[src/design/tmvp_pkg.sv]
`timescale 1ns / 1ps
`default_nettype none

package tmvp_pkg;

    // field widths of the stream items
    localparam int ACT_W     = 8;
    localparam int SLOT_W    = 6;
    localparam int SCALE_W   = 32;
    localparam int WEIGHT_W  = 8;
    localparam int SUM_W     = 24;
    localparam int PROD_W    = 55;
    localparam int ROW_W     = 15;
    localparam int GROUP_W   = 6;
    localparam int LANES     = 4;

    // hard limits that hold whatever the module parameters say
    localparam int ROWS_CAP   = 32768;
    localparam int GROUPS_CAP = 64;

    localparam int IN_DATA_W  = 80;
    localparam int OUT_DATA_W = 104;
    localparam int OUT_PAD_W  = OUT_DATA_W - PROD_W - SUM_W - GROUP_W - ROW_W;

    // input beat layout, lowest bit up
    localparam int IN_SLOT_LO   = 0;
    localparam int IN_SCALE_LO  = IN_SLOT_LO + SLOT_W;
    localparam int IN_WEIGHT_LO = IN_SCALE_LO + SCALE_W;
    localparam int IN_ACT_LO    = IN_WEIGHT_LO + WEIGHT_W;

    localparam int CFG_ADDR_W = 4;
    localparam int CFG_DATA_W = 32;
    localparam int LEN_W      = 16;
    localparam int NGROUPS_W  = 7;

    localparam logic [LEN_W-1:0]     RST_ROW_LENGTH     = 16'd3072;
    localparam logic [LEN_W-1:0]     RST_ROW_TOTAL      = 16'd3072;
    localparam logic [LEN_W-1:0]     RST_ROWS_PER_GROUP = 16'd32768;
    localparam logic [NGROUPS_W-1:0] RST_GROUPS_IN_USE  = 7'd1;

    typedef enum logic [1:0] {
        ACT_START = 2'd0,
        ACT_LOAD  = 2'd1,
        ACT_DATA  = 2'd2
    } t_action;

    typedef enum logic [1:0] {
        REG_ROW_LENGTH     = 2'd0,
        REG_ROW_TOTAL      = 2'd1,
        REG_ROWS_PER_GROUP = 2'd2,
        REG_GROUPS_IN_USE  = 2'd3
    } t_reg_idx;

    typedef enum logic [1:0] {
        CODE_ZERO = 2'd0,
        CODE_PLUS = 2'd1,
        CODE_MINUS = 2'd2,
        CODE_ZERO_ALT = 2'd3
    } t_code;

    typedef struct packed {
        logic [ROW_W-1:0]        row_number;
        logic [GROUP_W-1:0]      group_number;
        logic signed [SUM_W-1:0] dot_sum;
    } t_row_info;

endpackage

`default_nettype wire

[src/design/tmvp_scale_out.sv]
`timescale 1ns / 1ps
`default_nettype none

module tmvp_scale_out (
    input  wire logic                                 i_clk,
    input  wire logic                                 i_rst_n,
    input  wire logic                                 i_valid,
    output logic                                      o_ready,
    input  wire tmvp_pkg::t_row_info                  i_info,
    input  wire logic signed [tmvp_pkg::SCALE_W-1:0]  i_scale,
    output logic                                      o_tvalid,
    input  wire logic                                 i_tready,
    // row_number, group_number, dot_sum, scaled_sum, zero pad
    output logic [tmvp_pkg::OUT_DATA_W-1:0]           o_tdata
);

    localparam int FULL_W = tmvp_pkg::SUM_W + tmvp_pkg::SCALE_W;

    logic signed [FULL_W-1:0]            w_prod;
    logic signed [tmvp_pkg::PROD_W-1:0]  w_scaled;
    logic                                r_valid;
    tmvp_pkg::t_row_info                 r_info;
    logic signed [tmvp_pkg::PROD_W-1:0]  r_scaled;

    assign w_prod = $signed(i_info.dot_sum) * $signed(i_scale);

    // clip the full product into the result width
    always_comb begin
        if (w_prod[FULL_W-1] != w_prod[tmvp_pkg::PROD_W-1]) begin
            if (w_prod[FULL_W-1]) begin
                w_scaled = {1'b1, {(tmvp_pkg::PROD_W-1){1'b0}}};
            end else begin
                w_scaled = {1'b0, {(tmvp_pkg::PROD_W-1){1'b1}}};
            end
        end else begin
            w_scaled = w_prod[tmvp_pkg::PROD_W-1:0];
        end
    end

    assign o_ready = !r_valid || i_tready;

    always_ff @(posedge i_clk) begin
        if (!i_rst_n) begin
            r_valid <= 1'b0;
        end else if (o_ready) begin
            r_valid <= i_valid;
        end
    end

    always_ff @(posedge i_clk) begin
        if (o_ready && i_valid) begin
            r_info   <= i_info;
            r_scaled <= w_scaled;
        end
    end

    assign o_tvalid = r_valid;
    assign o_tdata  = {{tmvp_pkg::OUT_PAD_W{1'b0}}, r_scaled, r_info.dot_sum,
                       r_info.group_number, r_info.row_number};

endmodule

`default_nettype wire

[src/design/ternary_matrix_vector_product.sv]
`timescale 1ns / 1ps
`default_nettype none

// Streams packed ternary weights against int8 activations, four per beat, and takes one
// beat every clock unless a stalled output backs up the pipeline. A beat passes an input
// register, then the accumulate stage, where the row, group and column counters and the
// running sum move on and the group scale is read from the 64-entry table, then the
// multiply stage that forms the scaled sum into the output register. Beats that end no
// row (start, scale load, mid-row data) leave no result and close up behind a stalled
// output, so the input keeps taking beats until all three stages hold one. The scale
// table has no reset: load every group in use before its rows arrive.
module ternary_matrix_vector_product #(
    parameter int MAX_ROW_LENGTH = 32768,
    parameter int MAX_ROWS       = 32768,
    parameter int MAX_GROUPS     = 64
) (
    input  wire logic                                 i_clk,
    input  wire logic                                 i_rst_n,
    // slave stream
    input  wire logic                                 s_axis_tvalid,
    output logic                                      s_axis_tready,
    // scale_slot, scale_value, weight_byte, act_first, act_second, act_third,
    // act_fourth, zero pad
    input  wire logic [tmvp_pkg::IN_DATA_W-1:0]       s_axis_tdata,
    // action
    input  wire logic [1:0]                           s_axis_tuser,
    // master stream
    output logic                                      m_axis_tvalid,
    input  wire logic                                 m_axis_tready,
    // row_number, group_number, dot_sum, scaled_sum, zero pad
    output logic [tmvp_pkg::OUT_DATA_W-1:0]           m_axis_tdata,
    // register port
    input  wire logic                                 psel,
    input  wire logic                                 penable,
    input  wire logic                                 pwrite,
    input  wire logic [tmvp_pkg::CFG_ADDR_W-1:0]      paddr,
    input  wire logic [tmvp_pkg::CFG_DATA_W-1:0]      pwdata,
    output logic [tmvp_pkg::CFG_DATA_W-1:0]           prdata,
    output logic                                      pready
);

    localparam int COL_W       = $clog2(MAX_ROW_LENGTH + 4);
    localparam int ROW_LIMIT   = (MAX_ROWS < tmvp_pkg::ROWS_CAP) ? MAX_ROWS
                                                                 : tmvp_pkg::ROWS_CAP;
    localparam int ROW_CNT_W   = (ROW_LIMIT > 1) ? $clog2(ROW_LIMIT) : 1;
    localparam int GROUP_LIMIT = (MAX_GROUPS < tmvp_pkg::GROUPS_CAP) ? MAX_GROUPS
                                                                     : tmvp_pkg::GROUPS_CAP;
    localparam int TBL_AW      = (GROUP_LIMIT > 1) ? $clog2(GROUP_LIMIT) : 1;
    localparam int LW          = tmvp_pkg::LEN_W;
    localparam int GW          = tmvp_pkg::GROUP_W;
    localparam int NW          = tmvp_pkg::NGROUPS_W;
    localparam int SW          = tmvp_pkg::SUM_W;
    localparam int AW          = tmvp_pkg::ACT_W;

    // configuration
    logic [LW-1:0] r_row_length;
    logic [LW-1:0] r_row_total;
    logic [LW-1:0] r_rows_per_group;
    logic [NW-1:0] r_groups_in_use;
    logic          w_cfg_write;

    logic [COL_W-1:0] w_len;
    logic [LW-1:0]    w_total;
    logic [LW-1:0]    w_per_group;
    logic [NW-1:0]    w_ngroups;

    // input register
    logic                                 r_v1;
    tmvp_pkg::t_action                    r_action;
    logic [tmvp_pkg::SLOT_W-1:0]          r_slot;
    logic signed [tmvp_pkg::SCALE_W-1:0]  r_scale_value;
    logic [tmvp_pkg::WEIGHT_W-1:0]        r_weight;
    logic signed [AW-1:0]                 r_acts [tmvp_pkg::LANES];

    // running state
    logic [COL_W-1:0]     r_col, n_col;
    logic [ROW_CNT_W-1:0] r_row, n_row;
    logic [LW-1:0]        r_rig, n_rig;
    logic [GW-1:0]        r_grp, n_grp;
    logic signed [SW-1:0] r_sum, n_sum;

    logic signed [tmvp_pkg::SCALE_W-1:0] r_table [GROUP_LIMIT];

    // accumulate stage output
    logic                                 r_v2;
    tmvp_pkg::t_row_info                  r_info2;
    logic signed [tmvp_pkg::SCALE_W-1:0]  r_scale2;

    logic                 w_en2;
    logic                 w_en3;
    logic                 w_move1;
    logic                 w_row_end;
    logic [COL_W-1:0]     w_col_next;
    logic signed [SW-1:0] w_sum;
    logic                 w_emit;

    // ------------------------------------------------------------------ registers
    assign pready      = 1'b1;
    assign w_cfg_write = psel && penable && pwrite && pready;

    always_ff @(posedge i_clk) begin
        if (!i_rst_n) begin
            r_row_length     <= tmvp_pkg::RST_ROW_LENGTH;
            r_row_total      <= tmvp_pkg::RST_ROW_TOTAL;
            r_rows_per_group <= tmvp_pkg::RST_ROWS_PER_GROUP;
            r_groups_in_use  <= tmvp_pkg::RST_GROUPS_IN_USE;
        end else if (w_cfg_write) begin
            unique case (tmvp_pkg::t_reg_idx'(paddr[3:2]))
                tmvp_pkg::REG_ROW_LENGTH:     r_row_length     <= pwdata[LW-1:0];
                tmvp_pkg::REG_ROW_TOTAL:      r_row_total      <= pwdata[LW-1:0];
                tmvp_pkg::REG_ROWS_PER_GROUP: r_rows_per_group <= pwdata[LW-1:0];
                tmvp_pkg::REG_GROUPS_IN_USE:  r_groups_in_use  <= pwdata[NW-1:0];
                default: ;
            endcase
        end
    end

    always_comb begin
        unique case (tmvp_pkg::t_reg_idx'(paddr[3:2]))
            tmvp_pkg::REG_ROW_LENGTH:     prdata = 32'(r_row_length);
            tmvp_pkg::REG_ROW_TOTAL:      prdata = 32'(r_row_total);
            tmvp_pkg::REG_ROWS_PER_GROUP: prdata = 32'(r_rows_per_group);
            tmvp_pkg::REG_GROUPS_IN_USE:  prdata = 32'(r_groups_in_use);
            default:                      prdata = '0;
        endcase
    end

    // zero reads as one; large row length, row total and group count values clip to what the counters support
    always_comb begin
        if (r_row_length == '0) begin
            w_len = COL_W'(1);
        end else if (32'(r_row_length) > MAX_ROW_LENGTH) begin
            w_len = COL_W'(MAX_ROW_LENGTH);
        end else begin
            w_len = COL_W'(r_row_length);
        end

        if (r_row_total == '0) begin
            w_total = LW'(1);
        end else if (32'(r_row_total) > ROW_LIMIT) begin
            w_total = LW'(ROW_LIMIT);
        end else begin
            w_total = r_row_total;
        end

        if (r_rows_per_group == '0) begin
            w_per_group = LW'(1);
        end else begin
            w_per_group = r_rows_per_group;
        end

        if (r_groups_in_use == '0) begin
            w_ngroups = NW'(1);
        end else if (32'(r_groups_in_use) > GROUP_LIMIT) begin
            w_ngroups = NW'(GROUP_LIMIT);
        end else begin
            w_ngroups = r_groups_in_use;
        end
    end

    // ------------------------------------------------------------------ handshake
    assign w_en2         = !r_v2 || w_en3;
    assign w_move1       = r_v1 && w_en2;
    assign s_axis_tready = !r_v1 || w_en2;

    always_ff @(posedge i_clk) begin
        if (!i_rst_n) begin
            r_v1 <= 1'b0;
        end else if (s_axis_tready) begin
            r_v1 <= s_axis_tvalid;
        end
    end

    always_ff @(posedge i_clk) begin
        if (s_axis_tvalid && s_axis_tready) begin
            r_action      <= tmvp_pkg::t_action'(s_axis_tuser);
            r_slot        <= s_axis_tdata[tmvp_pkg::IN_SLOT_LO +: tmvp_pkg::SLOT_W];
            r_scale_value <= s_axis_tdata[tmvp_pkg::IN_SCALE_LO +: tmvp_pkg::SCALE_W];
            r_weight      <= s_axis_tdata[tmvp_pkg::IN_WEIGHT_LO +: tmvp_pkg::WEIGHT_W];
            for (int k = 0; k < tmvp_pkg::LANES; k++) begin
                r_acts[k] <= s_axis_tdata[tmvp_pkg::IN_ACT_LO + k*AW +: AW];
            end
        end
    end

    // ------------------------------------------------------------------ accumulate
    // four clipped adds in lane order, lanes past the row end add nothing
    always_comb begin
        logic signed [SW:0]   t;
        logic signed [SW:0]   a;
        logic [COL_W-1:0]     pos;
        w_sum = r_sum;
        for (int k = 0; k < tmvp_pkg::LANES; k++) begin
            pos = r_col + COL_W'(k);
            a   = {{(SW+1-AW){r_acts[k][AW-1]}}, r_acts[k]};
            t   = {w_sum[SW-1], w_sum};
            if (pos < w_len) begin
                case (tmvp_pkg::t_code'(r_weight[2*k +: 2]))
                    tmvp_pkg::CODE_PLUS:  t = t + a;
                    tmvp_pkg::CODE_MINUS: t = t - a;
                    default: ;
                endcase
            end
            if (t[SW] != t[SW-1]) begin
                w_sum = t[SW] ? {1'b1, {(SW-1){1'b0}}} : {1'b0, {(SW-1){1'b1}}};
            end else begin
                w_sum = t[SW-1:0];
            end
        end
    end

    assign w_col_next = r_col + COL_W'(tmvp_pkg::LANES);
    assign w_row_end  = (w_col_next >= w_len);
    assign w_emit     = w_move1 && (r_action == tmvp_pkg::ACT_DATA) && w_row_end;

    always_comb begin
        logic [LW-1:0] rig_inc;
        logic [NW-1:0] grp_tmp;
        n_col   = r_col;
        n_row   = r_row;
        n_rig   = r_rig;
        n_grp   = r_grp;
        n_sum   = r_sum;
        rig_inc = r_rig + LW'(1);
        grp_tmp = {1'b0, r_grp};
        if (w_move1) begin
            case (r_action)
                tmvp_pkg::ACT_START: begin
                    n_col = '0;
                    n_row = '0;
                    n_rig = '0;
                    n_grp = '0;
                    n_sum = '0;
                end
                tmvp_pkg::ACT_DATA: begin
                    if (!w_row_end) begin
                        n_col = w_col_next;
                        n_sum = w_sum;
                    end else begin
                        n_col = '0;
                        n_sum = '0;
                        if (rig_inc >= w_per_group) begin
                            rig_inc = '0;
                            if (grp_tmp + NW'(1) < w_ngroups) begin
                                grp_tmp = grp_tmp + NW'(1);
                            end
                        end
                        // groups_in_use may have shrunk under the current group
                        if (grp_tmp >= w_ngroups) begin
                            grp_tmp = w_ngroups - NW'(1);
                        end
                        n_rig = rig_inc;
                        n_grp = grp_tmp[GW-1:0];
                        if (17'(r_row) + 17'd1 >= 17'(w_total)) begin
                            n_row = '0;
                            n_rig = '0;
                            n_grp = '0;
                        end else begin
                            n_row = r_row + ROW_CNT_W'(1);
                        end
                    end
                end
                default: ;
            endcase
        end
    end

    always_ff @(posedge i_clk) begin
        if (!i_rst_n) begin
            r_col <= '0;
            r_row <= '0;
            r_rig <= '0;
            r_grp <= '0;
            r_sum <= '0;
        end else begin
            r_col <= n_col;
            r_row <= n_row;
            r_rig <= n_rig;
            r_grp <= n_grp;
            r_sum <= n_sum;
        end
    end

    // scale table: written by load beats, read for the row being closed
    always_ff @(posedge i_clk) begin
        if (w_move1 && (r_action == tmvp_pkg::ACT_LOAD) && (32'(r_slot) < GROUP_LIMIT)) begin
            r_table[r_slot[TBL_AW-1:0]] <= r_scale_value;
        end
    end

    always_ff @(posedge i_clk) begin
        if (w_emit) begin
            r_scale2 <= r_table[r_grp[TBL_AW-1:0]];
        end
    end

    always_ff @(posedge i_clk) begin
        if (!i_rst_n) begin
            r_v2 <= 1'b0;
        end else if (w_en2) begin
            r_v2 <= w_emit;
        end
    end

    always_ff @(posedge i_clk) begin
        if (w_emit) begin
            r_info2.row_number   <= tmvp_pkg::ROW_W'(r_row);
            r_info2.group_number <= r_grp;
            r_info2.dot_sum      <= w_sum;
        end
    end

    // ------------------------------------------------------------------ multiply
    tmvp_scale_out u_scale_out (
        .i_clk    (i_clk),
        .i_rst_n  (i_rst_n),
        .i_valid  (r_v2),
        .o_ready  (w_en3),
        .i_info   (r_info2),
        .i_scale  (r_scale2),
        .o_tvalid (m_axis_tvalid),
        .i_tready (m_axis_tready),
        .o_tdata  (m_axis_tdata)
    );

endmodule

`default_nettype wire

[config.mk]
export PLATFORM = sky130hd
export DESIGN_NAME = ternary_matrix_vector_product
export DESIGN_NICKNAME = d
export VERILOG_FILES = /design/src/design/tmvp_pkg.sv /design/src/design/tmvp_scale_out.sv /design/src/design/ternary_matrix_vector_product.sv
export SDC_FILE = /design/constraint.sdc
export NUM_CORES = 2
export LEC_CHECK = 0
export BUFFER_PORTS_ARGS = -buffer_cell sky130_fd_sc_hd__buf_2
export CAP_MARGIN = 20
export CORE_UTILIZATION = 25
export CTS_CLUSTER_SIZE = 28
export DETAILED_ROUTE_END_ITERATION = 8
export HOLD_SLACK_MARGIN = 0.05
export PLACE_DENSITY = 0.36
export SYNTH_ARGS = -nofsm -noshare
export SYNTH_HDL_FRONTEND = slang
export SYNTH_SLANG_ARGS = --single-unit
[constraint.sdc]
create_clock -name i_clk -period 30.3 [get_ports i_clk]
set_input_delay 4.545 -clock i_clk [delete_from_list [all_inputs] [get_ports i_clk]]
set_output_delay 4.545 -clock i_clk [all_outputs]
set_load 0.02 [all_outputs]
==> results.txt <==
Hold Crit Class -> reg -> reg
Final worst slack -> 14.03 ns
Synth Area in Compound Gates -> 4.710%
Startpoint type of the worst setup path -> flip-flop
Synthesized cell area -> 129600 µm²
Global route total overflow -> 0
Post-synthesis mux area share -> 12.04%
CP max FO -> 24
CTS tree -> done
Worst skew pair latency -> 0.96 ns
DIE AREA -> 521400 µm²
Yosys warns -> 0
Via density -> 4.597
Dpl ws -> 14.16 ns
Share of cells above drive strength 1 -> 18.12%
CP top delay family -> compound AO/OA/AOI/OAI gates
Sequential share of the synthesized area -> 55.44%
Slew @ Worst Pin -> 1.165 ns
Status -> finished, violations left
Mapped Avg Cell Area -> 15.03 µm²
CP max-delay cell -> a211oi_1
Number of setup buffers added after CTS -> 0
Fill cells -> 51830
Most frequent cell after synthesis -> edfxtp_1
Pre-Repair DR Iteration Count -> 8
CTS Buf Count -> 299
Rows -> 264
Initial antenna violation count -> 30
Top cells by area, synth -> edfxtp_1 (53%), fa_1 (12%), mux4_2 (12%), ha_1 (3.5%), nand2_1 (2.5%)
Cell count after synthesis -> 8625
CTS Root Cell -> clkbuf_16
Drt initial violations -> 5541
Slowest stage delay, CP -> 0.97 ns
CTS Sinks -> 2438
# IOs -> 264
RSZ-0062 raised after global routing -> no
Core area -> 516600 µm²
Crit path DAT -> 16.94 ns
Maxcap violations -> 0
Setup CP Type -> reg -> reg
Largest net degree at the start of global routing -> 104
Max Clock Freq -> 0.06146 GHz
Largest family of logic cells by synthesized area -> adder cells
Synth cell count leaders -> edfxtp_1 (2305), nand2_1 (866), inv_1 (852)
Adder-Cell Fraction of Synth Area -> 15.95%
H-Tree Depth -> 5
Post-synthesis async set-or-reset flop share -> 0%
Area taken by multi-input logic gates -> 53390 µm²
Die height -> 722.1 µm
Final #Nets -> 10220
First-pass GRT wire length -> 604.9 mm
Port buffer count -> 222
Yosys top cell by area -> edfxtp_1
Chip Width -> 722.1 µm
P&R area growth vs syn -> 15.21%
Most used DFF post-synth -> edfxtp_1
Post-route clock period utilization -> 53.70%
WP data required -> 30.97 ns
Worst Clk Skew -> 0.08561 ns
DRT antenna net count -> 0
Worst hold margin -> 0.4058 ns
Xor/xnor share of the synthesized area -> 1.481%
Number of global-route vias before repair -> 79690
Reg area -> 71900 µm²
Top-area cell type share of the netlist area -> 53.39%
Hold_buf cts -> 0
Final min period -> 16.27 ns
Crit end category -> flip-flop
DP HPWL -> 267.5 mm
Total GRT Usage -> 16.16%
Max clock buf depth -> 4
Wire per inst -> 26.47 µm
Overall via count from detail_route -> 73990
Worst vdd ir -> 0.07173 mV
Setup TNS Final -> 0 ns
DRC viols -> 135
Synth Area in Simple Gates -> 6.489%
Post-Route WL -> 426.1 mm
Initial core utilization -> 25.09%
Overall Power -> 9.779 mW
Post-synthesis register bit count -> 2438
CTS resizes -> 0
Pwr dens -> 65.48 nW/µm²
LEAKAGE -> 51.59 nW
Failing checks -> design-rule violations
Final hold violations -> 0
Post-synth EDFFs -> 2305
CP Buf/Inv Count -> 3
Rel. slew slack -> 21.88%
Final Wtd Congestion -> 0.8304
CTS clk-pin slew, worst paths -> 0.06 ns
Unique masters post-synth -> 96
Final setup fails -> 0
Slew Viols, Final -> 0
[flip-flops by register name (all words and copies together) (netlist names), 2 cells and up]
| name | count |
|---|---|
| r_scale_value | 32 |
| r_table | 2048 |
| u_scale_out.r_scaled | 55 |
| r_row_length | 16 |
| r_info2 | 45 |
| r_rig | 16 |
| r_weight | 8 |
| u_scale_out.o_tdata | 45 |
| r_grp | 6 |
| r_row | 15 |
| r_col | 14 |
| r_acts | 32 |
| r_rows_per_group | 16 |
| r_row_total | 16 |
| r_slot | 6 |
| r_groups_in_use | 7 |
| r_scale2 | 32 |
| r_sum | 24 |
| r_action | 2 |
[cell type report]
| cell class | count | area share, % |
|---|---|---|
| antenna | 17 | 0.02848 |
| clock buffer | 370 | 5.274 |
| inverter | 854 | 2.146 |
| tap | 6916 | 5.794 |
| clock inverter | 151 | 0.9081 |
| timing repair buffer | 454 | 1.962 |
| multi-input combinational | 4895 | 35.75 |
| sequential | 2438 | 48.14 |
[kinds of logic after synthesis]
family,Yosys count
AOI/OAI and AO/OA,959
xor gates and xnor gates,211
adders and majority gates,1187
buffers and inverters,1311
DFF,2438
muxes,708
other,2
and+or+nand+nor,1809
[path summary, 6_finish.rpt]
check / startpoint / endpoint / slack, ns / depth (start not counted)
min: r_info2[26] / u_scale_out.o_tdata[17] / 0.41 / 0
min reg2reg: r_info2[26] / u_scale_out.o_tdata[17] / 0.41 / 0
max: r_weight[0] / r_info2[18] / 14.03 / 50
max reg2reg: r_weight[0] / r_info2[18] / 14.03 / 50
[per-stage QoR]
stage	utilization [%]	instances	cell area, µm²
after floorplan	-	8644	129700
after global placement	27.10	15560	140000
after detailed placement	27.10	15560	140000
after CTS	28.89	16080	149300
after global routing	28.90	16080	149300
final	28.91	16100	149400
[cells in the final DEF (no fill, tap or decap), types with 187 or more instances in the layout]
cell type and instances:
clkbuf_16 305, and2_1 253, a21oi_1 308, inv_1 851
nand2_1 866, nor2_1 188, buf_2 222, edfxtp_1 2305
fa_1 787, buf_4 227, ha_1 365, o21ai_0 187
mux4_2 679
[per-layer routing]
| layer | routed length, µm | vias up | part of all wire [%] | track usage [%] |
|---|---|---|---|---|
| met4 | 9123 | 0 | 2.1 | 3.579 |
| met2 | 208200 | 1579 | 49 | 27.48 |
| met3 | 18230 | 443 | 4.3 | 2.281 |
| met5 | 0 | - | 0 | 0 |
| li1 | - | 32170 | - | - |
| met1 | 190500 | 39800 | 45 | 21.84 |
[where the power goes]
| group | total (mW) | internal (mW) | switching (mW) |
|---|---|---|---|
| Combinational | 2.56 | 0.854 | 1.70 |
| Sequential | 3.79 | 3.76 | 0.0272 |
| Clock | 3.43 | 1.98 | 1.45 |
Note: power is estimated with default switching activity, not from simulation.
